**config.mk**
```make
export PLATFORM = sky130hd
export DESIGN_NAME = buffer_pool_free_list_allocator
export DESIGN_NICKNAME = d
export VERILOG_FILES = /design/src/rtl/core/bpfl_pkg.sv /design/src/rtl/core/bpfl_list.sv /design/src/rtl/core/buffer_pool_free_list_allocator.sv
export VERILOG_INCLUDE_DIRS = /design/src /design/src/rtl/core
export SDC_FILE = /design/constraint.sdc
export NUM_CORES = 2
export LEC_CHECK = 0
export BUFFER_PORTS_ARGS = -buffer_cell sky130_fd_sc_hd__buf_4
export CAP_MARGIN = 10
export CORE_MARGIN = 5
export CORE_UTILIZATION = 40
export CTS_CLUSTER_DIAMETER = 100
export DETAILED_ROUTE_END_ITERATION = 16
export PLACE_DENSITY_LB_ADDON = 0.15
export SYNTH_ARGS = -nofsm -noshare
export SYNTH_HDL_FRONTEND = slang
export SYNTH_SLANG_ARGS = --single-unit
```
**constraint.sdc**
```tcl
create_clock -name clock -period 15.05 [get_ports clock]
set_input_delay 1.505 -clock clock [delete_from_list [all_inputs] [get_ports clock]]
set_output_delay 1.505 -clock clock [all_outputs]
set_load 0.02 [all_outputs]
```
**src/rtl/core/buffer_pool_free_list_allocator_macros.svh**
```systemverilog
// ----------------------------------------------------------------------------
// Buffer pool free list allocator assertion macros
// Shared concurrent assertion forms, all clocked on clock and held off in reset.
// ----------------------------------------------------------------------------
`ifndef BUFFER_POOL_FREE_LIST_ALLOCATOR_MACROS_SVH
`define BUFFER_POOL_FREE_LIST_ALLOCATOR_MACROS_SVH

// The consequent must hold in the same cycle as the antecedent.
`define BPFL_ASSERT_SAME(label, ante, cons, msg) \
   label: assert property (@(posedge clock) disable iff (reset) (ante) |-> (cons)) \
      else $error(msg);

// The consequent must hold in the cycle after the antecedent.
`define BPFL_ASSERT_NEXT(label, ante, cons, msg) \
   label: assert property (@(posedge clock) disable iff (reset) (ante) |=> (cons)) \
      else $error(msg);

`endif

```
**src/rtl/core/bpfl_pkg.sv**
```systemverilog
// ----------------------------------------------------------------------------
// Buffer pool free list allocator package
// Transaction types, operation and status codes, and shared defaults.
// ----------------------------------------------------------------------------
package bpfl_pkg;

   // Default number of slots the pool storage is built for.
   localparam int SLOTS_DEFAULT = 256;

   // Pool size register value after reset.
   localparam logic [8:0] POOL_SIZE_RESET = 9'd256;

   // Operation codes.
   localparam logic [1:0] OP_ALLOC = 2'd0;
   localparam logic [1:0] OP_FREE  = 2'd1;
   localparam logic [1:0] OP_CHECK = 2'd2;

   // Status codes.
   localparam logic [1:0] STATUS_OK          = 2'd0;
   localparam logic [1:0] STATUS_EXHAUSTED   = 2'd1;
   localparam logic [1:0] STATUS_RANGE       = 2'd2;
   localparam logic [1:0] STATUS_NOT_ALLOCED = 2'd3;

   // Request transaction.
   typedef struct packed {
      logic [1:0] operation;
      logic [7:0] slot_index;
   } bpfl_req_type;

   // Response transaction.
   typedef struct packed {
      logic [1:0]  status;
      logic [7:0]  granted_index;
      logic [8:0]  live_count;
      logic [8:0]  peak_count;
      logic [31:0] exhausted_count;
   } bpfl_rsp_type;

   // List update command from the request logic.
   typedef struct packed {
      logic pop;
      logic push;
   } bpfl_cmd_type;

   // List state seen by the request logic.
   typedef struct packed {
      logic       empty;
      logic       in_range;
      logic       taken;
      logic [7:0] head_index;
   } bpfl_list_status_type;

endpackage

```
**src/rtl/core/bpfl_list.sv**
```systemverilog
// ----------------------------------------------------------------------------
// Buffer pool free list storage
// Link table, taken bits, free head and fill mark, with forwarding reads.
// ----------------------------------------------------------------------------
module bpfl_list #(
   parameter int SLOTS = bpfl_pkg::SLOTS_DEFAULT
) (
   input  logic                          clock,
   input  logic                          reset,
   input  logic                          clear,
   input  logic [8:0]                    pool_size,
   input  logic [7:0]                    read_index,
   input  logic [7:0]                    slot_index,
   input  bpfl_pkg::bpfl_cmd_type        cmd,
   output bpfl_pkg::bpfl_list_status_type status
);
   import bpfl_pkg::*;

   localparam int AW = $clog2(SLOTS);
   localparam int HW = $clog2(SLOTS + 1);
   localparam int SW = (HW > 9) ? HW : 9;
   localparam int IW = (HW > 8) ? HW : 8;
   localparam logic [HW-1:0] EMPTY_MARK = HW'(SLOTS);

   // Storage. Entries at or above the fill mark were never written since the
   // last rebuild and read as their rebuilt values instead.
   logic [HW-1:0] link_mem [SLOTS];
   logic          taken_mem [SLOTS];

   logic [HW-1:0] head_ff, head_in;
   logic [HW-1:0] mark_ff, mark_in;
   logic [HW-1:0] link_rd_ff;
   logic          taken_rd_ff;

   logic [HW-1:0] size_n;
   logic [HW-1:0] head_plus;
   logic [HW-1:0] link_next;
   logic          fresh;

   logic          link_we;
   logic [AW-1:0] link_waddr;
   logic [AW-1:0] link_raddr;
   logic          taken_we;
   logic [AW-1:0] taken_waddr;
   logic          taken_wdata;
   logic [AW-1:0] taken_raddr;

   // Effective pool size, saturated to one through SLOTS.
   always_comb begin
      if (pool_size == 9'd0) begin
         size_n = HW'(1);
      end else if (SW'(pool_size) > SW'(SLOTS)) begin
         size_n = EMPTY_MARK;
      end else begin
         size_n = HW'(pool_size);
      end
   end

   // Next free slot after the head, from the table or from the rebuilt chain.
   assign fresh     = (head_ff >= mark_ff);
   assign head_plus = head_ff + HW'(1);
   assign link_next = fresh ? ((head_plus < size_n) ? head_plus : EMPTY_MARK) : link_rd_ff;

   // Status toward the request logic.
   assign status.empty      = (head_ff >= size_n);
   assign status.in_range   = (IW'(slot_index) < IW'(size_n));
   assign status.taken      = (IW'(slot_index) < IW'(mark_ff)) && taken_rd_ff;
   assign status.head_index = 8'(head_ff);

   // Head and fill mark update.
   always_comb begin
      head_in = head_ff;
      mark_in = mark_ff;
      if (cmd.pop) begin
         head_in = link_next;
         if (fresh) begin
            mark_in = mark_ff + HW'(1);
         end
      end else if (cmd.push) begin
         head_in = HW'(slot_index);
      end
   end

   always_ff @(posedge clock) begin
      if (reset || clear) begin
         head_ff <= '0;
         mark_ff <= '0;
      end else begin
         head_ff <= head_in;
         mark_ff <= mark_in;
      end
   end

   // Memory ports.
   assign link_we     = cmd.push;
   assign link_waddr  = AW'(slot_index);
   assign link_raddr  = AW'(head_in);
   assign taken_we    = cmd.pop || cmd.push;
   assign taken_waddr = cmd.pop ? AW'(head_ff) : AW'(slot_index);
   assign taken_wdata = cmd.pop;
   assign taken_raddr = AW'(read_index);

   // Link table: the read follows the next head, forwarding a write to it.
   always_ff @(posedge clock) begin
      if (link_we) begin
         link_mem[link_waddr] <= head_ff;
      end
      if (link_we && (link_waddr == link_raddr)) begin
         link_rd_ff <= head_ff;
      end else begin
         link_rd_ff <= link_mem[link_raddr];
      end
   end

   // Taken bits: the read follows the incoming request, forwarding a write.
   always_ff @(posedge clock) begin
      if (taken_we) begin
         taken_mem[taken_waddr] <= taken_wdata;
      end
      if (taken_we && (taken_waddr == taken_raddr)) begin
         taken_rd_ff <= taken_wdata;
      end else begin
         taken_rd_ff <= taken_mem[taken_raddr];
      end
   end

endmodule

```
**src/rtl/core/buffer_pool_free_list_allocator.sv**
```systemverilog
// ----------------------------------------------------------------------------
// Buffer pool free list allocator
// LIFO free list of buffer slots with allocate, free and check transactions.
// ----------------------------------------------------------------------------
// A transaction is taken at each clock edge where start is high and busy is
// low, one per cycle with no gaps. It is held in the request register, where
// the registered link and taken-bit memory reads are used, and its result
// is loaded into the result register at the next edge. The result then
// stays on rsp_payload with rsp_valid for exactly one cycle. The receiver
// cannot stall, so results must be consumed as they come. Busy is high while
// reset is asserted and until the first clock edge after it is released. A
// write of csr_write_data reloads the pool size and rebuilds the free list at
// that same edge with no clearing pass, because a fill mark stands in for the
// untouched table entries; it must only be issued while no result is due.
// ----------------------------------------------------------------------------
`include "buffer_pool_free_list_allocator_macros.svh"

module buffer_pool_free_list_allocator #(
   parameter int SLOTS = bpfl_pkg::SLOTS_DEFAULT
) (
   input  logic                   clock,
   input  logic                   reset,
   input  logic                   start,
   output logic                   busy,
   input  bpfl_pkg::bpfl_req_type req_payload,
   output logic                   rsp_valid,
   output bpfl_pkg::bpfl_rsp_type rsp_payload,
   input  logic                   csr_write_enable,
   input  logic [8:0]             csr_write_data
);
   import bpfl_pkg::*;

   logic                 busy_ff;
   logic                 accept;
   logic                 in_valid_ff;
   bpfl_req_type         in_req_ff;
   logic [8:0]           pool_size_ff;
   logic [8:0]           live_ff, live_in;
   logic [8:0]           peak_ff, peak_in;
   logic [31:0]          refusal_ff, refusal_in;
   logic                 rsp_valid_ff;
   bpfl_rsp_type         rsp_payload_ff;
   bpfl_rsp_type         result_in;
   bpfl_cmd_type         cmd;
   bpfl_list_status_type list_status;

   assign accept = start && !busy_ff;

   // Busy only while coming out of reset.
   always_ff @(posedge clock) begin
      if (reset) begin
         busy_ff <= 1'b1;
      end else begin
         busy_ff <= 1'b0;
      end
   end

   // Request register.
   always_ff @(posedge clock) begin
      if (reset) begin
         in_valid_ff <= 1'b0;
      end else begin
         in_valid_ff <= accept;
      end
   end

   always_ff @(posedge clock) begin
      if (accept) begin
         in_req_ff <= req_payload;
      end
   end

   // Free list storage.
   bpfl_list #(
      .SLOTS(SLOTS)
   ) u_list (
      .clock      (clock),
      .reset      (reset),
      .clear      (csr_write_enable),
      .pool_size  (pool_size_ff),
      .read_index (req_payload.slot_index),
      .slot_index (in_req_ff.slot_index),
      .cmd        (cmd),
      .status     (list_status)
   );

   // Decode the transaction in the request register.
   always_comb begin
      cmd        = '0;
      live_in    = live_ff;
      peak_in    = peak_ff;
      refusal_in = refusal_ff;
      result_in  = '0;
      if (in_valid_ff) begin
         case (in_req_ff.operation)
            OP_ALLOC: begin
               if (list_status.empty) begin
                  result_in.status = STATUS_EXHAUSTED;
                  refusal_in       = refusal_ff + 32'd1;
               end else begin
                  cmd.pop                 = 1'b1;
                  result_in.granted_index = list_status.head_index;
                  live_in                 = live_ff + 9'd1;
                  if (live_in > peak_ff) begin
                     peak_in = live_in;
                  end
               end
            end
            OP_FREE, OP_CHECK: begin
               if (!list_status.in_range) begin
                  result_in.status = STATUS_RANGE;
               end else if (!list_status.taken) begin
                  result_in.status = STATUS_NOT_ALLOCED;
               end else if (in_req_ff.operation == OP_FREE) begin
                  cmd.push = 1'b1;
                  if (live_ff != 9'd0) begin
                     live_in = live_ff - 9'd1;
                  end
               end
            end
            default: begin
               result_in = '0;
            end
         endcase
      end
      result_in.live_count      = live_in;
      result_in.peak_count      = peak_in;
      result_in.exhausted_count = refusal_in;
   end

   // Pool size register and counters; a size write restarts them.
   always_ff @(posedge clock) begin
      if (reset) begin
         pool_size_ff <= POOL_SIZE_RESET;
         live_ff      <= '0;
         peak_ff      <= '0;
         refusal_ff   <= '0;
      end else if (csr_write_enable) begin
         pool_size_ff <= csr_write_data;
         live_ff      <= '0;
         peak_ff      <= '0;
         refusal_ff   <= '0;
      end else begin
         live_ff    <= live_in;
         peak_ff    <= peak_in;
         refusal_ff <= refusal_in;
      end
   end

   // Result register.
   always_ff @(posedge clock) begin
      if (reset) begin
         rsp_valid_ff <= 1'b0;
      end else begin
         rsp_valid_ff <= in_valid_ff;
      end
   end

   always_ff @(posedge clock) begin
      if (in_valid_ff) begin
         rsp_payload_ff <= result_in;
      end
   end

   assign busy        = busy_ff;
   assign rsp_valid   = rsp_valid_ff;
   assign rsp_payload = rsp_payload_ff;

   // Every transaction in the request register yields exactly one result in the next cycle.
   `BPFL_ASSERT_NEXT(a_result_follows, in_valid_ff, rsp_valid_ff, "result missing")
   `BPFL_ASSERT_NEXT(a_no_stray_result, !in_valid_ff, !rsp_valid_ff, "result without request")
   // The live count never runs ahead of its peak.
   `BPFL_ASSERT_SAME(a_live_le_peak, 1'b1, live_ff <= peak_ff, "live count above peak")
   // The refusal counter moves only on an allocate against an empty list or a pool size write.
   `BPFL_ASSERT_NEXT(a_refusal_hold,
      !(in_valid_ff && (in_req_ff.operation == OP_ALLOC) && list_status.empty)
      && !csr_write_enable,
      $stable(refusal_ff), "refusal count changed without refusal")

endmodule

```
; ---- Word level (Yosys, flattened, before mapping)
; Memory sizes are Yosys's and may differ from the RTL's. A register that Yosys moved wholly into a read port is not among the register bits.
; Cells that the tools add are included.
[classes]
add_sub_neg = 5
order_cmp = 7
n_eq_ne = 2
mux = 37
bitwise = 1
n_reduce_logical = 13
[ops]
columns = op, n
row1 = $mux 9, 16
row2 = $mux 32, 3
row3 = $add 32x1->32 const B, 1
row4 = $add 9x1->9 const B, 3
row5 = $ge 9x9->1, 2
row6 = $lt 8x9->1, 2
row7 = $pmux 9 s2, 1
row8 = $mux 1, 12
row9 = $gt 9x9->1, 1
row10 = $gt 9x9->1 const B, 1
row11 = $logic_not 9->1, 1
row12 = $lt 9x9->1, 1
row13 = $reduce_bool 9->1, 1
row14 = $sub 9x1->9 const B, 1
row15 = $mux 8, 1
row16 = $mux 2, 3
row17 = $reduce_or 2->1, 3
row18 = $pmux 2 s2, 1
row19 = $eq 2x1->1 const B, 1
row20 = $eq 2x2->1 const B, 1
row21 = $logic_and 1x1->1, 2
row22 = $logic_not 2->1, 1
row23 = $logic_or 1x1->1, 2
row24 = $reduce_and 2->1, 1
row25 = other kinds (3), 3
[totals]
reg_bits = 150
mem_bits_rw = 2560
input_bits = 23
output_inout_bits = 62
memories = 2
[mem_list]
columns = name, words, word_bits, rd, rd_clocked_by_memory_dff, write_ports, line_no
row1 = u_list.link_mem, 256, 9, 1, 1, 1, bpfl_list.sv:27  ; logic [HW-1:0] link_mem [SLOTS];
row2 = u_list.taken_mem, 256, 1, 1, 1, 1, bpfl_list.sv:28  ; logic taken_mem [SLOTS];

; ---- Longest topological paths before layout
[logic_depth]
word_depth = 10
ltp_mapped = 16

; ---- By module
; Synthesis repeated with hierarchy kept, for this count alone.
[hier_totals]
cells_unflattened = 5783
hier_area_um2 = 109386.2
[by_module_without_submodules]
columns = mod, instances, cells_each, area_each_um2
row1 = bpfl_list, 1, 5302, 103753.3
row2 = buffer_pool_free_list_allocator, 1, 481, 5632.9

; ---- Least setup slack after synthesis
; Ideal clock, no wire load.
[synth_timing]
kind = reg2reg
start = register u_list.head_ff[0]
end = register u_list.mark_ff[8]
setup_time_ns = 0.070
arrival_ns = 10.815
required_ns = 14.980
slack_ns = 4.164
path_stages_with_launch = 12
n_path_buf = 1
synth_period_minus_slack_ns = 10.886
cell_sequence = dfxtp_1 > inv_1 > ha_1 > nand2b_1 > a21o_1 > a21o_1 > a2111o_1 > inv_1 > clkbuf_1 > nand4_1 > or3_1 > a21oi_1
[synth_lines]
columns = element, line_no
row1 = from (decl), bpfl_list.sv:30  ; logic [HW-1:0] head_ff, head_in;
row2 = from (signal assigned), bpfl_list.sv:89  ; head_ff <= head_in;
row3 = to (signal assigned), bpfl_list.sv:90  ; mark_ff <= mark_in;
row4 = to (decl), bpfl_list.sv:31  ; logic [HW-1:0] mark_ff, mark_in;

==> impl_metrics.tcl <==
set metrics [dict create \
    hold_buffers 0 \
    start_util 0.401 \
    period_share 0.400 \
    ys.warnings.count 0 \
    synthSimpleGateAreaFrac 0.0431 \
    worstPathCellList "buf_4 > mux4_2 > a22oi_1 > a31oi_1 > a211oi_2 > a31oi_4 > nand3_2 > nor3_4 > buf_4 > nand4_1 > nor2_1" \
    cts_resized 0 \
    critPathBufInv 2 \
    avgRoutedWirePerCell_um 29.8 \
    grt_pass1_vias 55300 \
    grt_max_degree 177 \
    finClkSkew_ps 55.5 \
    ys_ff_latch 2726 \
    drive_gt1_frac 0.216 \
    gr-usage-met3 0.0361 \
    slew_headroom 0.225 \
    grt_use_total 0.200 \
    port-buffer-count 84 \
    grtUsageMet2 0.316 \
    post_synth_xor_area_fraction 0.00404 \
    leakage_uw 0.0352 \
    cts_max_level 5 \
    num-fill-cells 22900 \
    die-area_mm2 0.282 \
    drv_slew 0 \
    finalNetCount 5846 \
    path_depth 11 \
    drtIter0Drc 5506 \
    reg2reg_depth 11 \
    synth_adder_area_share 0.00669 \
    num_vias 54400 \
    clockBufferDepth 4 \
    drt_wl_total_mm 285 \
    min_period_ps 6020 \
    hold_path.class "reg -> reg" \
    cts-buffers-inserted 297 \
    antenna_found_initial 11 \
    worstMarginPinSlew_ps 1160 \
    powerDensity_mw_per_mm2 128 \
    synth_mux_area_frac 0.153 \
    dieWidth_um 531 \
    critPathArrivalTime_ps 6500 \
    drtPass1Iterations 8 \
    hold_slack_ps 482 \
    route.detailed.drc 0 \
    start_kind "flop" \
    synthDistinctLibCells 75 \
    r2r-end "u_list.link_mem[53][3]" \
    insertion_delay_ps 920 \
    synth_nets 5692 \
    postCtsSetupBuffers 0 \
    mostFrequentLayoutCells "edfxtp_1, nor2_1, mux4_2" \
    worstSetupPathType "reg -> reg" \
    use_met1 0.289 \
    setup_viol 0 \
    layout_commonest_cell "edfxtp_1" \
    synthArstFlopShare 0 \
    crit_fanout 37 \
    ir_worst_vdd_v 0.0000881 \
    grt_overflow 0 \
    synth_compound_gate_area_share 0.0298 \
    cts.sinks 2726 \
    coreArea_mm2 0.270 \
    viasPerCell 5.68 \
    finalHoldViolCount 0 \
    ios 85 \
    yosysSeqAreaShare 0.746 \
    synth_ff_type "edfxtp_1" \
    critPathSlowestCell "nor2_1" \
    post-dp-hpwl_mm 169 \
    place_congestion 0.806 \
    critPathCaptureType "flop" \
    path_common_cell "buf_4" \
    totalNegativeSetupSlack_ps 0 \
    synth_top_family_by_area "multiplexers" \
    rrSetupSlack_ps 9030 \
    clk_pin_slew_worst_paths_ps 60 \
    cts_tree "built" \
    die_h_um 531 \
    critPathMaxStageDelay_ps 1100 \
    status "finished clean" \
    synth_edf_count 2630 \
    netlist_area_mm2 0.108 \
    synthCells 5611 \
    worstPathRequired_ps 15530 \
    rsz0062_at_grt "no" \
    grt_pass1_wl_mm 410 \
    max_freq_mhz 166 \
    grt-busiest-layer "met2" \
    area_delta_synth_final_pct 13.1 \
    synth.avg_cell_area_um2 19.3 \
    placementRows 191 \
    cts_root_buffer "clkbuf_16" \
    path_delay_family "simple AND/OR/NAND/NOR gates" \
    endpoint "u_list.link_mem[53][3]" \
    cap_violations 0 \
    antenna_left 0 \
]
[worst reg2reg max path, delay by kind of cell (launching register included)]
family          cells  cell delay [ps]
simple gates        4             2410
buf+inv             2             1260
compound gates      4              840
flops               1              730
mux                 1              390
[cells in the mapped netlist (all sizes together), types with 12 or more instances]
cell type | instances | area share
mux2i | 254 | 0.023
nor2 | 623 | 0.022
nor4 | 26 | 0.0015
a21oi | 42 | 0.0019
nand2 | 185 | 0.0064
buf | 199 | 0.011
a22o | 44 | 0.0036
ha | 58 | 0.0067
a31oi | 51 | 0.0032
nor3 | 21 | 0.0010
a221oi | 93 | 0.0075
nand2b | 15 | 0.00087
xnor2 | 31 | 0.0025
a211oi | 12 | 0.00088
nand4 | 39 | 0.0027
dfxtp | 96 | 0.018
mux2 | 12 | 0.0013
o21ai | 76 | 0.0035
nand3 | 48 | 0.0023
clkbuf | 138 | 0.0048
edfxtp | 2630 | 0.73
xor2 | 19 | 0.0015
o22ai | 17 | 0.00098
inv | 47 | 0.0016
a22oi | 47 | 0.0033
mux4 | 617 | 0.13
nor2b | 18 | 0.0010
and3 | 28 | 0.0016
a21o | 13 | 0.00090
and2 | 38 | 0.0022
[cells by family (layout without fill, tap and decap cells)]
logic type,after synthesis,in the layout
multiplexers,883,883
flip-flops,2726,2726
AND/OR/NAND/NOR,1068,1068
adder cells (fa/ha/maj),58,58
AO/OA/AOI/OAI,442,442
other,0,3
buffers and inverters,384,778
XOR/XNOR,50,50
[registers in the layout (all words and copies together) (netlist names), named ones only]
register	cells
peak_ff	9
u_list.head_ff	9
refusal_ff	32
u_list.link_mem	2304
rsp_payload	60
rsp_valid	1
in_valid_ff	1
busy	1
u_list.taken_mem	256
in_req_ff	10
pool_size_ff	9
live_ff	9
u_list.mark_ff	9
[how the worst min path moves through the flow]
stage	startpoint	end	slack (ps)	depth (start not counted)
finish	peak_ff[1]	peak_ff[1]	480	2
global route	peak_ff[1]	peak_ff[1]	490	2
floorplan	peak_ff[1]	peak_ff[1]	450	2
global placement	peak_ff[7]	peak_ff[7]	460	2
detailed placement	peak_ff[1]	peak_ff[1]	460	2
CTS	peak_ff[7]	peak_ff[7]	480	2
[per-layer routing]
layer,part of all wire,up-vias,wire length (um)
met2,0.47,1839,134000
met3,0.065,410,18400
met4,0.024,8,6950
met1,0.44,29000,126000
met5,0.00017,-,48
li1,-,23100,-
[where the power goes]
part,switching [uW],internal (uW),leakage [uW]
logic,140,82.3,0.00737
clock network,3030,4210,0.00468
registers,14.7,8200,0.0231
[through the flow]
stage          instance area (um^2)  cells  setup WS (ps)  power, uW  utilization
2_1_floorplan                108000   5611           4160       8520            -
3_3_place_gp                 113000   9036           8950       8600        0.418
3_5_place_dp                 113000   9036           8930       8600        0.418
4_1_cts                      123000   9575           8920      15800        0.454
5_1_grt                      123000   9577           8680      16200        0.454
6_report                     123000   9578           9030      15700        0.454
[layout make-up]
| class | count | area [um^2] | area share |
|---|---|---|---|
| Sequential cell | 2726 | 81000 | 0.660 |
| Multi-Input combinational cell | 2501 | 25800 | 0.210 |
| Clock buffer | 370 | 7870 | 0.0642 |
| Tap cell | 3570 | 4470 | 0.0364 |
| Clock inverter | 169 | 1780 | 0.0145 |
| Timing Repair Buffer | 192 | 1550 | 0.0127 |
| Inverter | 47 | 181 | 0.00148 |
| Antenna cell | 3 | 7.51 | 0.0000612 |
Power figures use the tool's default switching activity.
